==> config.mk <==
export PLATFORM = sky130hd
export DESIGN_NAME = distance_to_beat_interval_core
export DESIGN_NICKNAME = d
export VERILOG_FILES = /design/src/hw/rtl/dbi_pkg.sv /design/src/hw/rtl/distance_to_beat_interval_core.sv
export SDC_FILE = /design/constraint.sdc
export NUM_CORES = 2
export LEC_CHECK = 0
export BUFFER_PORTS_ARGS = -buffer_cell sky130_fd_sc_hd__buf_4
export CAP_MARGIN = 20
export CORE_MARGIN = 2
export CORE_UTILIZATION = 35
export CTS_BUF_LIST = sky130_fd_sc_hd__clkbuf_2 sky130_fd_sc_hd__clkbuf_4 sky130_fd_sc_hd__clkbuf_8
export CTS_CLUSTER_SIZE = 20
export DETAILED_ROUTE_END_ITERATION = 16
export GPL_TIMING_DRIVEN = 0
export PLACE_DENSITY = 0.58
export SYNTH_ARGS = -nofsm -noshare
export SYNTH_HDL_FRONTEND = slang
export SYNTH_SLANG_ARGS = --single-unit
==> constraint.sdc <==
create_clock -name clock -period 19.8 [get_ports clock]
set_input_delay 1.98 -clock clock [delete_from_list [all_inputs] [get_ports clock]]
set_output_delay 1.98 -clock clock [all_outputs]
set_load 0.02 [all_outputs]
==> src/hw/rtl/dbi_pkg.sv <==
// ----------------------------------------------------------------------------
// dbi_pkg
// Shared constants for the distance to beat interval core: register reset
// values, register indexes, operation codes and status codes.
// ----------------------------------------------------------------------------
package dbi_pkg;

   localparam int unsigned DEF_FRAC_BITS = 8;

   localparam int unsigned CSR_IDX_W = 3;
   localparam int unsigned DATA_W    = 16;

   // register indexes
   localparam logic [CSR_IDX_W-1:0] REG_NEAR      = 3'd0;
   localparam logic [CSR_IDX_W-1:0] REG_FAR       = 3'd1;
   localparam logic [CSR_IDX_W-1:0] REG_MIN_IVL   = 3'd2;
   localparam logic [CSR_IDX_W-1:0] REG_MAX_IVL   = 3'd3;
   localparam logic [CSR_IDX_W-1:0] REG_CHG_THR   = 3'd4;
   localparam logic [CSR_IDX_W-1:0] REG_ALPHA     = 3'd5;
   localparam logic [CSR_IDX_W-1:0] REG_JUMP_THR  = 3'd6;

   // register reset values
   localparam logic [DATA_W-1:0] RST_NEAR     = 16'd100;
   localparam logic [DATA_W-1:0] RST_FAR      = 16'd1000;
   localparam logic [DATA_W-1:0] RST_MIN_IVL  = 16'd50;
   localparam logic [DATA_W-1:0] RST_MAX_IVL  = 16'd5000;
   localparam logic [DATA_W-1:0] RST_CHG_THR  = 16'd20;
   localparam logic [DATA_W-1:0] RST_ALPHA    = 16'd22938;
   localparam logic [DATA_W-1:0] RST_JUMP_THR = 16'd80;

   // operation codes
   localparam logic [1:0] OP_UPDATE = 2'd0;
   localparam logic [1:0] OP_BOOT   = 2'd1;
   localparam logic [1:0] OP_CLEAR  = 2'd2;

   // status codes
   localparam logic [2:0] STAT_NONE    = 3'd0;
   localparam logic [2:0] STAT_NEW     = 3'd1;
   localparam logic [2:0] STAT_HELD    = 3'd2;
   localparam logic [2:0] STAT_BOOTED  = 3'd3;
   localparam logic [2:0] STAT_CLEARED = 3'd4;

   // rounding offset for the Q0.16 filter weight
   localparam int unsigned HALF_Q16 = 32768;
   localparam logic [16:0] ONE_Q16  = 17'd65536;
   localparam logic [15:0] IVL_SAT  = 16'hFFFF;

endpackage

==> src/hw/rtl/distance_to_beat_interval_core.sv <==
// ----------------------------------------------------------------------------
// distance_to_beat_interval_core
// Smooths distance readings with a low-pass filter and maps the filtered
// distance to a rounded, clamped beat interval in ms.
// ----------------------------------------------------------------------------
//  channel | direction | handshake          | payload
//  req     | in        | req_valid/req_stall | req_op, req_distance_mm
//  rsp     | out       | rsp_valid/rsp_stall | rsp_status, rsp_interval_ms
//  csr     | in        | csr_valid/csr_ready | csr_index, csr_wdata
//
//  An update item computes its ratio and then its interval on one shared
//  shift-subtract divider, plus the steps on one shared multiplier. Clear,
//  zero readings, repeat bootstraps and the unused op are answered from the
//  decode state. One item is in flight at a time; req_stall is high until
//  the result transfers. Synchronous reset empties the filter and loads the
//  register defaults; csr_ready is always high.
// ----------------------------------------------------------------------------
module distance_to_beat_interval_core
   import dbi_pkg::*;
#(
   parameter int unsigned FRAC_BITS = DEF_FRAC_BITS
) (
   input  logic                 clock,
   input  logic                 reset,

   input  logic                 req_valid,
   output logic                 req_stall,
   input  logic [1:0]           req_op,
   input  logic [DATA_W-1:0]    req_distance_mm,

   output logic                 rsp_valid,
   input  logic                 rsp_stall,
   output logic [2:0]           rsp_status,
   output logic [DATA_W-1:0]    rsp_interval_ms,

   input  logic                 csr_valid,
   output logic                 csr_ready,
   input  logic [CSR_IDX_W-1:0] csr_index,
   input  logic [DATA_W-1:0]    csr_wdata
);

   localparam int unsigned FW = DATA_W + FRAC_BITS;   // filter width
   localparam int unsigned PW = FW + DATA_W;          // product width
   localparam int unsigned DW = 2 * DATA_W + 1;       // divider width
   localparam int unsigned RW = DATA_W + 1;           // ratio width

   typedef enum logic [3:0] {
      S_IDLE, S_DECODE, S_FILT_MUL, S_FILT_ADD, S_MAP, S_RDIV,
      S_MUL_NN, S_MUL_D1, S_MUL_D2, S_SUM, S_IDIV_SET, S_IDIV,
      S_CLAMP, S_DECIDE, S_DONE
   } state_type;

   state_type         state_ff, state_in;

   logic [DATA_W-1:0] near_ff, far_ff, min_ff, max_ff, chg_ff, alpha_ff, jump_ff;

   logic [FW-1:0]     filt_ff, filt_in;
   logic [DATA_W-1:0] last_ff, last_in;

   logic [1:0]        op_ff, op_in;
   logic [DATA_W-1:0] dist_ff, dist_in;
   logic [FW-1:0]     fw_ff, fw_in;
   logic [FW-1:0]     e_ff, e_in;
   logic              up_ff, up_in;
   logic [PW-1:0]     prod_ff, prod_in;
   logic [RW-1:0]     r_ff, r_in;
   logic [31:0]       nh_ff, nh_in;
   logic [DW-1:0]     d_ff, d_in;
   logic [DW-1:0]     rem_ff, rem_in, den_ff, den_in;
   logic [DATA_W-1:0] low_ff, low_in, quo_ff, quo_in;
   logic [3:0]        cnt_ff, cnt_in;
   logic [DATA_W-1:0] iv_ff, iv_in;

   logic              rsp_valid_ff, rsp_valid_in;
   logic [2:0]        rsp_status_ff, rsp_status_in;
   logic [DATA_W-1:0] rsp_ivl_ff, rsp_ivl_in;

   logic [FW-1:0]     x, lo, hi, jump_fx, s;
   logic [PW-1:0]     s_sum;
   logic [FW-1:0]     mul_a;
   logic [DATA_W-1:0] mul_b;
   logic [DW:0]       rem_sh;
   logic              ge;
   logic [DW-1:0]     rem_step;
   logic [DATA_W-1:0] quo_step, iv_lo, iv_diff;

   assign csr_ready       = 1'b1;
   assign req_stall       = (state_ff != S_IDLE);
   assign rsp_valid       = rsp_valid_ff;
   assign rsp_status      = rsp_status_ff;
   assign rsp_interval_ms = rsp_ivl_ff;

   always_ff @(posedge clock) begin
      if (reset) begin
         near_ff  <= RST_NEAR;
         far_ff   <= RST_FAR;
         min_ff   <= RST_MIN_IVL;
         max_ff   <= RST_MAX_IVL;
         chg_ff   <= RST_CHG_THR;
         alpha_ff <= RST_ALPHA;
         jump_ff  <= RST_JUMP_THR;
      end else if (csr_valid && csr_ready) begin
         case (csr_index)
            REG_NEAR:     near_ff  <= csr_wdata;
            REG_FAR:      far_ff   <= csr_wdata;
            REG_MIN_IVL:  min_ff   <= csr_wdata;
            REG_MAX_IVL:  max_ff   <= csr_wdata;
            REG_CHG_THR:  chg_ff   <= csr_wdata;
            REG_ALPHA:    alpha_ff <= csr_wdata;
            REG_JUMP_THR: jump_ff  <= csr_wdata;
            default: ;
         endcase
      end
   end

   // shared datapath terms
   assign x       = {dist_ff, {FRAC_BITS{1'b0}}};
   assign lo      = {near_ff, {FRAC_BITS{1'b0}}};
   assign hi      = {far_ff, {FRAC_BITS{1'b0}}};
   assign jump_fx = {jump_ff, {FRAC_BITS{1'b0}}};
   assign s_sum   = prod_ff + PW'(HALF_Q16);
   assign s       = s_sum[DATA_W +: FW];

   assign rem_sh   = {rem_ff, low_ff[DATA_W-1]};
   assign ge       = (rem_sh >= {1'b0, den_ff});
   assign rem_step = ge ? DW'(rem_sh - {1'b0, den_ff}) : rem_sh[DW-1:0];
   assign quo_step = {quo_ff[DATA_W-2:0], ge};

   assign iv_lo   = (iv_ff < min_ff) ? min_ff : iv_ff;
   assign iv_diff = (iv_ff > last_ff) ? (iv_ff - last_ff) : (last_ff - iv_ff);

   always_comb begin
      mul_a = e_ff;
      mul_b = alpha_ff;
      case (state_ff)
         S_MUL_NN: begin
            mul_a = FW'(min_ff);
            mul_b = max_ff;
         end
         S_MUL_D1: begin
            mul_a = FW'(ONE_Q16 - r_ff);
            mul_b = max_ff;
         end
         S_MUL_D2: begin
            mul_a = FW'(r_ff);
            mul_b = min_ff;
         end
         default: ;
      endcase
      prod_in = PW'(mul_a) * PW'(mul_b);
   end

   always_comb begin
      state_in      = state_ff;
      filt_in       = filt_ff;
      last_in       = last_ff;
      op_in         = op_ff;
      dist_in       = dist_ff;
      fw_in         = fw_ff;
      e_in          = e_ff;
      up_in         = up_ff;
      r_in          = r_ff;
      nh_in         = nh_ff;
      d_in          = d_ff;
      rem_in        = rem_ff;
      den_in        = den_ff;
      low_in        = low_ff;
      quo_in        = quo_ff;
      cnt_in        = cnt_ff;
      iv_in         = iv_ff;
      rsp_valid_in  = rsp_valid_ff;
      rsp_status_in = rsp_status_ff;
      rsp_ivl_in    = rsp_ivl_ff;

      case (state_ff)
         S_IDLE: begin
            if (req_valid) begin
               op_in    = req_op;
               dist_in  = req_distance_mm;
               state_in = S_DECODE;
            end
         end
         S_DECODE: begin
            rsp_status_in = STAT_NONE;
            rsp_ivl_in    = '0;
            state_in      = S_DONE;
            rsp_valid_in  = 1'b1;
            up_in         = (x >= filt_ff);
            e_in          = (x >= filt_ff) ? (x - filt_ff) : (filt_ff - x);
            fw_in         = x;
            case (op_ff)
               OP_CLEAR: begin
                  filt_in       = '0;
                  last_in       = '0;
                  rsp_status_in = STAT_CLEARED;
               end
               OP_BOOT: begin
                  if (dist_ff == '0) begin
                     rsp_status_in = STAT_NONE;
                  end else if (last_ff != '0) begin
                     rsp_status_in = STAT_BOOTED;
                     rsp_ivl_in    = last_ff;
                  end else begin
                     rsp_valid_in = 1'b0;
                     state_in     = S_MAP;
                  end
               end
               OP_UPDATE: begin
                  if (dist_ff != '0) begin
                     rsp_valid_in = 1'b0;
                     if (filt_ff == '0 || e_in >= jump_fx) begin
                        state_in = S_MAP;
                     end else begin
                        state_in = S_FILT_MUL;
                     end
                  end
               end
               default: ;
            endcase
         end
         S_FILT_MUL: begin
            state_in = S_FILT_ADD;
         end
         S_FILT_ADD: begin
            fw_in    = up_ff ? (filt_ff + s) : (filt_ff - s);
            state_in = S_MAP;
         end
         S_MAP: begin
            filt_in = fw_ff;
            rem_in  = DW'(fw_ff - lo);
            den_in  = DW'(hi - lo);
            low_in  = '0;
            quo_in  = '0;
            cnt_in  = '0;
            if (fw_ff <= lo) begin
               r_in     = '0;
               state_in = S_MUL_NN;
            end else if (fw_ff >= hi) begin
               r_in     = ONE_Q16;
               state_in = S_MUL_NN;
            end else begin
               state_in = S_RDIV;
            end
         end
         S_RDIV: begin
            rem_in = rem_step;
            low_in = low_ff << 1;
            quo_in = quo_step;
            cnt_in = cnt_ff + 4'd1;
            if (cnt_ff == 4'hF) begin
               r_in     = {1'b0, quo_step};
               state_in = S_MUL_NN;
            end
         end
         S_MUL_NN: begin
            state_in = S_MUL_D1;
         end
         S_MUL_D1: begin
            nh_in    = prod_ff[31:0];
            state_in = S_MUL_D2;
         end
         S_MUL_D2: begin
            d_in     = prod_ff[DW-1:0];
            state_in = S_SUM;
         end
         S_SUM: begin
            d_in     = d_ff + prod_ff[DW-1:0];
            state_in = S_IDIV_SET;
         end
         S_IDIV_SET: begin
            rem_in = {nh_ff, 1'b0} + {{DATA_W{1'b0}}, d_ff[DW-1:DATA_W]};
            den_in = {d_ff[DW-2:0], 1'b0};
            low_in = d_ff[DATA_W-1:0];
            quo_in = '0;
            cnt_in = '0;
            if (d_ff == '0) begin
               iv_in    = IVL_SAT;
               state_in = S_CLAMP;
            end else begin
               state_in = S_IDIV;
            end
         end
         S_IDIV: begin
            rem_in = rem_step;
            low_in = low_ff << 1;
            quo_in = quo_step;
            cnt_in = cnt_ff + 4'd1;
            if (cnt_ff == 4'hF) begin
               iv_in    = quo_step;
               state_in = S_CLAMP;
            end
         end
         S_CLAMP: begin
            iv_in    = (iv_lo > max_ff) ? max_ff : iv_lo;
            state_in = S_DECIDE;
         end
         S_DECIDE: begin
            rsp_valid_in = 1'b1;
            state_in     = S_DONE;
            if (op_ff == OP_BOOT || last_ff == '0 || iv_diff >= chg_ff) begin
               last_in       = iv_ff;
               rsp_status_in = STAT_NEW;
               rsp_ivl_in    = iv_ff;
            end else begin
               rsp_status_in = STAT_HELD;
               rsp_ivl_in    = '0;
            end
         end
         S_DONE: begin
            if (!rsp_stall) begin
               rsp_valid_in = 1'b0;
               state_in     = S_IDLE;
            end
         end
         default: begin
            state_in = S_IDLE;
         end
      endcase
   end

   always_ff @(posedge clock) begin
      if (reset) begin
         state_ff     <= S_IDLE;
         filt_ff      <= '0;
         last_ff      <= '0;
         rsp_valid_ff <= 1'b0;
      end else begin
         state_ff     <= state_in;
         filt_ff      <= filt_in;
         last_ff      <= last_in;
         rsp_valid_ff <= rsp_valid_in;
      end
      op_ff         <= op_in;
      dist_ff       <= dist_in;
      fw_ff         <= fw_in;
      e_ff          <= e_in;
      up_ff         <= up_in;
      prod_ff       <= prod_in;
      r_ff          <= r_in;
      nh_ff         <= nh_in;
      d_ff          <= d_in;
      rem_ff        <= rem_in;
      den_ff        <= den_in;
      low_ff        <= low_in;
      quo_ff        <= quo_in;
      cnt_ff        <= cnt_in;
      iv_ff         <= iv_in;
      rsp_status_ff <= rsp_status_in;
      rsp_ivl_ff    <= rsp_ivl_in;
   end

endmodule

Word-level counts from Yosys, hierarchy flattened
Index checks and enable logic that the tools add are counted.
- add/sub/neg operators: 14
- multiply operators: 1
- magnitude comparators: 9
- equal/unequal tests: 31
- muxes and demuxes: 56
- reduce and logical (&&, ||, !) cells: 40
- operators by type and width (kind ; count):
    $mux W16 ; 11
    $pmux W33 S2 ; 2
    $pmux W33 S3 ; 1
    $pmux W16 S2 ; 3
    $pmux W16 S3 ; 2
    $pmux W24 S2 ; 2
    $ge A24 B24 Y1 ; 3
    $mux W24 ; 3
    $pmux W24 S3 ; 1
    $sub A24 B24 Y24 ; 3
    $pmux W4 S15 ; 1
    $mux W17 ; 3
    $sub A24 B24 Y25 ; 2
    $add A40 B16 Y40 const B ; 1
    $mul A24 B16 Y40 ; 1
    $ge A34 B33 Y1 ; 1
    $pmux W17 S2 ; 1
    $add A33 B17 Y33 ; 1
    $add A33 B33 Y33 ; 1
    $logic_not A33 Y1 ; 1
    $mux W33 ; 1
    $sub A33 B33 Y33 ; 1
    $eq A4 B4 Y1 const B ; 8
    $gt A16 B16 Y1 ; 2
    other kinds (41) ; 95
- bits in registers: 482
- input port bits: 42
- output and inout bits: 22
- word-level logic and storage cells: 179

Longest topological paths before layout
- depth in word-level cells: 8
- mapped depth: 34
- mapped depth without buffers: 33

Least setup slack after synthesis
No wires, ideal clock.
- kind: flip-flop to flip-flop
- start point: register state_ff[2]
- end point: register prod_ff[39]
- library setup time: 0.120 ns
- arrival: 8.543 ns
- data required time: 19.680 ns
- setup slack: 11.137 ns
- stages on the path, launching flop included: 31
- buffers on the path: 4
- clock period less this slack: 8.663 ns
- cell sequence: dfxtp_1 > nor2b_1 > clkbuf_1 > nand3_1 > inv_1 > clkbuf_1 > o211a_1 > clkbuf_1 > a21o_1 > clkbuf_1 > nand2_1 > fa_1 > fa_1 > fa_1 > inv_1 > fa_1 > fa_1 > inv_1 > fa_1 > inv_1 > ha_1 > a21o_1 > a21o_1 > a21oi_1 > o21ai_0 > a21oi_1 > o31ai_1 > a2111o_1 > a311oi_1 > a21oi_1 > xnor2_1
- cells in the longest elaborated chain, start to end: 4
- elaborated cells on any way between the ends: 7
- classes of those cells: mul: 1; eq/ne: 3; mux: 2; reduce/logical: 1
- ends and longest elaborated chain (what ; line ; RTL):
    start, declared ; distance_to_beat_interval_core.sv:53 ; state_type state_ff, state_in;
    start signal, assigned ; distance_to_beat_interval_core.sv:328 ; state_ff <= state_in;
    $eq A4 B3 Y1 ; distance_to_beat_interval_core.sv:135 ; case (state_ff)
    $reduce_or A2 Y1 (no line) ; n/a ;
    $pmux W16 S2 ; distance_to_beat_interval_core.sv:135 ;
    $mul A24 B16 Y40 (*) ; distance_to_beat_interval_core.sv:150 ; prod_in = PW'(mul_a) * PW'(mul_b);
    via prod_in[39] ; distance_to_beat_interval_core.sv:65 ; logic [PW-1:0] prod_ff, prod_in;
    end signal, assigned ; distance_to_beat_interval_core.sv:338 ; prod_ff <= prod_in;
    end, declared ; distance_to_beat_interval_core.sv:65 ;
Mark *: on every way through the listed nets, which the timed path passes. The rest lies on a longest branch.
A chain may end at the register's enable or synchronous reset.

Worst setup path in the final report
- start point: register state_ff[2]
- end point: register prod_ff[38]
Same word-level chain as after synthesis.

==> metrics.yaml <==
worst_hold_path:
  worst_hold_path_type: "register to register"
  worstHoldEndpoint: "near_ff[12]"
  worst_hold_path.num_cells: 2
  timing.hold.worst.start: "near_ff[12]"
grt:
  first_pass_grt_wire_length_mm: 228
  grt_overflow: 0
  initial_antenna_violation_count: 5
  first_global_vias: 37010
  groute.usage.overall_pct: 23.1
  pin_count_of_the_biggest_net_entering_global_routing: 33
clock_network:
  hold_buffers: 0
  clk_root_buf: "sky130_fd_sc_hd__clkbuf_8"
  cts.reportedPaths.clkPinSlew_ns: 0.06
  post_cts.repair.setup_buffers: 0
  cts_tree: "yes"
  cts_inserted_buffers: 87
  cts_buffer_depth: 3
  maximum_level_of_the_cts_h_tree: 3
  clock_sinks: 481
  cts.repair.resized: 0
  insertion_delay_ns: 0.73
synth:
  summed_instance_area_of_the_synthesized_netlist_sq_um: 44300
  top_cell_type_s_share_of_synthesized_area_pct: 19.3
  asyncSetResetFlopFracSynth_pct: 0
  post_synth.cell_area_avg_sq_um: 8.73
  synth.yosys.seq_area_share_pct: 28.2
  yosys.cell_count.top_type: "sky130_fd_sc_hd__nand2_1"
  synthTopCellsByArea: "sky130_fd_sc_hd__edfxtp_1, sky130_fd_sc_hd__fa_1, sky130_fd_sc_hd__ha_1"
  mappedNetlistNets: 5824
  synthDominantAreaCellType: "sky130_fd_sc_hd__edfxtp_1"
  ys_warnings: 0
  post_syn_instances: 5074
  main_flop_type_after_synthesis: "sky130_fd_sc_hd__edfxtp_1"
  ys_seq_elements: 481
  synth.cells.most_frequent: "sky130_fd_sc_hd__nand2_1, sky130_fd_sc_hd__inv_1, sky130_fd_sc_hd__nor2_1, sky130_fd_sc_hd__ha_1, sky130_fd_sc_hd__a21oi_1"
  yosysUniqueCellTypes: 98
  synth-edff-count: 284
worst_setup_path:
  crit_path_dat_ns: 11.01
  ff2ff_path_depth: 31
  crit_slowest_cell: "sky130_fd_sc_hd__nor3_1"
  crit_path_end_kind: "register"
  timing.critical_path.required_ns: 20.41
  startpoint_type: "register"
  timing.setup.critical_path_class: "register to register"
  r2r-start: "state_ff[2]"
  crit_path_max_fanout: 10
  critPathMaxStageDelay_ns: 0.78
  capture_point_of_the_worst_reg_to_reg_path: "prod_ff[38]"
  r2r_slack_ns: 9.40
sta:
  max_slew.worst_pin.slew_ns: 1.47
  fmax_mhz: 96.1
  rsz0062_at_grt: "false"
  period_needed_ns: 10.40
  setup_viol: 0
  finalHoldViolCount: 0
  slew_violations: 0
  fin_skew_ns: 0.0483
  setup-tns-final_ns: 0
  post-route-period-util_pct: 52.5
  hold_ws_ns: 0.459
  slew-limit-headroom_pct: 2.03
finish:
  drive_above_1_share_pct: 5.91
  final_cell_area_sq_um: 49000
  syn2layout_area_growth_pct: 10.6
  stdcell_count: 6970
  num-nets-final: 5991
die:
  top_level_ports: 64
  design.die.area_sq_um: 129000
  dieWidth_microns: 360
  design.core.area_sq_um: 126000
  fp-row-count: 130
  fp.dieH_microns: 360
  start_util_pct: 35.3
route:
  routed_wirelength_mm: 151
  drt_iter0_drc: 3593
  pre_repair_dr_iteration_count: 6
  detail_route.drc_violations: 0
  postRouteAntennaNets: 0
  routed_wire_length_per_instance_microns: 21.7
  dr_total_vias: 37865
  vias_per_cell: 5.43
place:
  placed_cells: 6799
  detailed_place_hpwl_mm: 123
  dpl_cell_area_sq_um: 47100
  port-buffer-count: 59
  gpl.final_weighted_congestion: 0.960
status:
  run_status: "finished clean"
run:
  drv.max_cap_violation_count: 0
flip-flops by register name (all words and copies together) (netlist names), 17 cells and up:
signal	count
d_ff	33
den_ff	32
e_ff	24
filt_ff	24
fw_ff	24
nh_ff	32
prod_ff	40
r_ff	17
rem_ff	33
placed cells by master (no fill, tap or decap), types with 37 or more instances in the layout:
cell / instances
sky130_fd_sc_hd__a21o_1: 126
sky130_fd_sc_hd__a21oi_1: 332
sky130_fd_sc_hd__a22oi_1: 56
sky130_fd_sc_hd__and2_1: 45
sky130_fd_sc_hd__and3_1: 47
sky130_fd_sc_hd__buf_4: 73
sky130_fd_sc_hd__clkbuf_1: 167
sky130_fd_sc_hd__clkbuf_8: 97
sky130_fd_sc_hd__dfxtp_1: 197
sky130_fd_sc_hd__edfxtp_1: 284
sky130_fd_sc_hd__fa_1: 315
sky130_fd_sc_hd__ha_1: 393
sky130_fd_sc_hd__inv_1: 638
sky130_fd_sc_hd__mux2i_1: 56
sky130_fd_sc_hd__nand2_1: 699
sky130_fd_sc_hd__nand2b_1: 57
sky130_fd_sc_hd__nand3_1: 87
sky130_fd_sc_hd__nand4_1: 43
sky130_fd_sc_hd__nor2_1: 411
sky130_fd_sc_hd__nor3_1: 80
sky130_fd_sc_hd__o21a_1: 56
sky130_fd_sc_hd__o21ai_0: 195
sky130_fd_sc_hd__o21bai_1: 37
sky130_fd_sc_hd__xnor2_1: 158
sky130_fd_sc_hd__xor2_1: 81
area by class of cell:
type                            instances  area (sq um)
Antenna cell                            5          12.5
Buffer                                200           795
Clock buffer                          115          1470
Clock inverter                         48           382
Fill cell                           12826         76600
Inverter                              640          2400
Multi-Input combinational cell       3753         28700
Sequential cell                       481         12500
Tap cell                             1650          2060
Timing Repair Buffer                   78           729
worst max-delay path, delay by kind of cell, from the launching register on:
| kind | cells | cell delay, ns |
|---|---|---|
| adders and majority gates | 7 | 3.31 |
| AOI/OAI and AO/OA | 9 | 2.21 |
| buffers and inverters | 8 | 2.00 |
| xor gates and xnor gates | 1 | 0.17 |
| DFF | 1 | 0.47 |
| and+or+nand+nor | 6 | 2.10 |
worst max-delay path by stage:
stage	start	end	depth (start not counted)
after floorplan	state_ff[2]	prod_ff[39]	30
after global placement	state_ff[2]	prod_ff[38]	30
after detailed placement	state_ff[2]	prod_ff[39]	31
after CTS	state_ff[3]	prod_ff[39]	32
after global routing	state_ff[2]	prod_ff[39]	31
final	state_ff[2]	prod_ff[38]	31
per-layer routing:
| layer | share of wire, % | track usage [%] |
|---|---|---|
| met1 | 44 | 32.0 |
| met2 | 44 | 36.0 |
| met3 | 8.2 | 4.14 |
| met4 | 3.4 | 7.99 |
| met5 | 0.0066 | 0 |
kinds of logic after synthesis:
logic type      Yosys count  share of synthesized area [%]
compound gates         1095                           16.1
xor+xnor                239                           4.73
fa+ha+maj               708                           25.3
buf+inv                 840                           7.22
flops                   481                           28.2
mux                      69                           1.60
other cells               1                        0.00847
simple gates           1641                           16.8
stage by stage:
step	worst slack, ns	util, %
4_1_cts	9.57	39.0
5_1_grt	8.89	39.0
6_report	9.40	39.0
3_3_place_gp	8.70	37.3
2_1_floorplan	11.14	-
3_5_place_dp	9.63	37.5
Power is not shown: default switching activity piles up to over one toggle a cycle in this logic, so the estimate is an artifact.
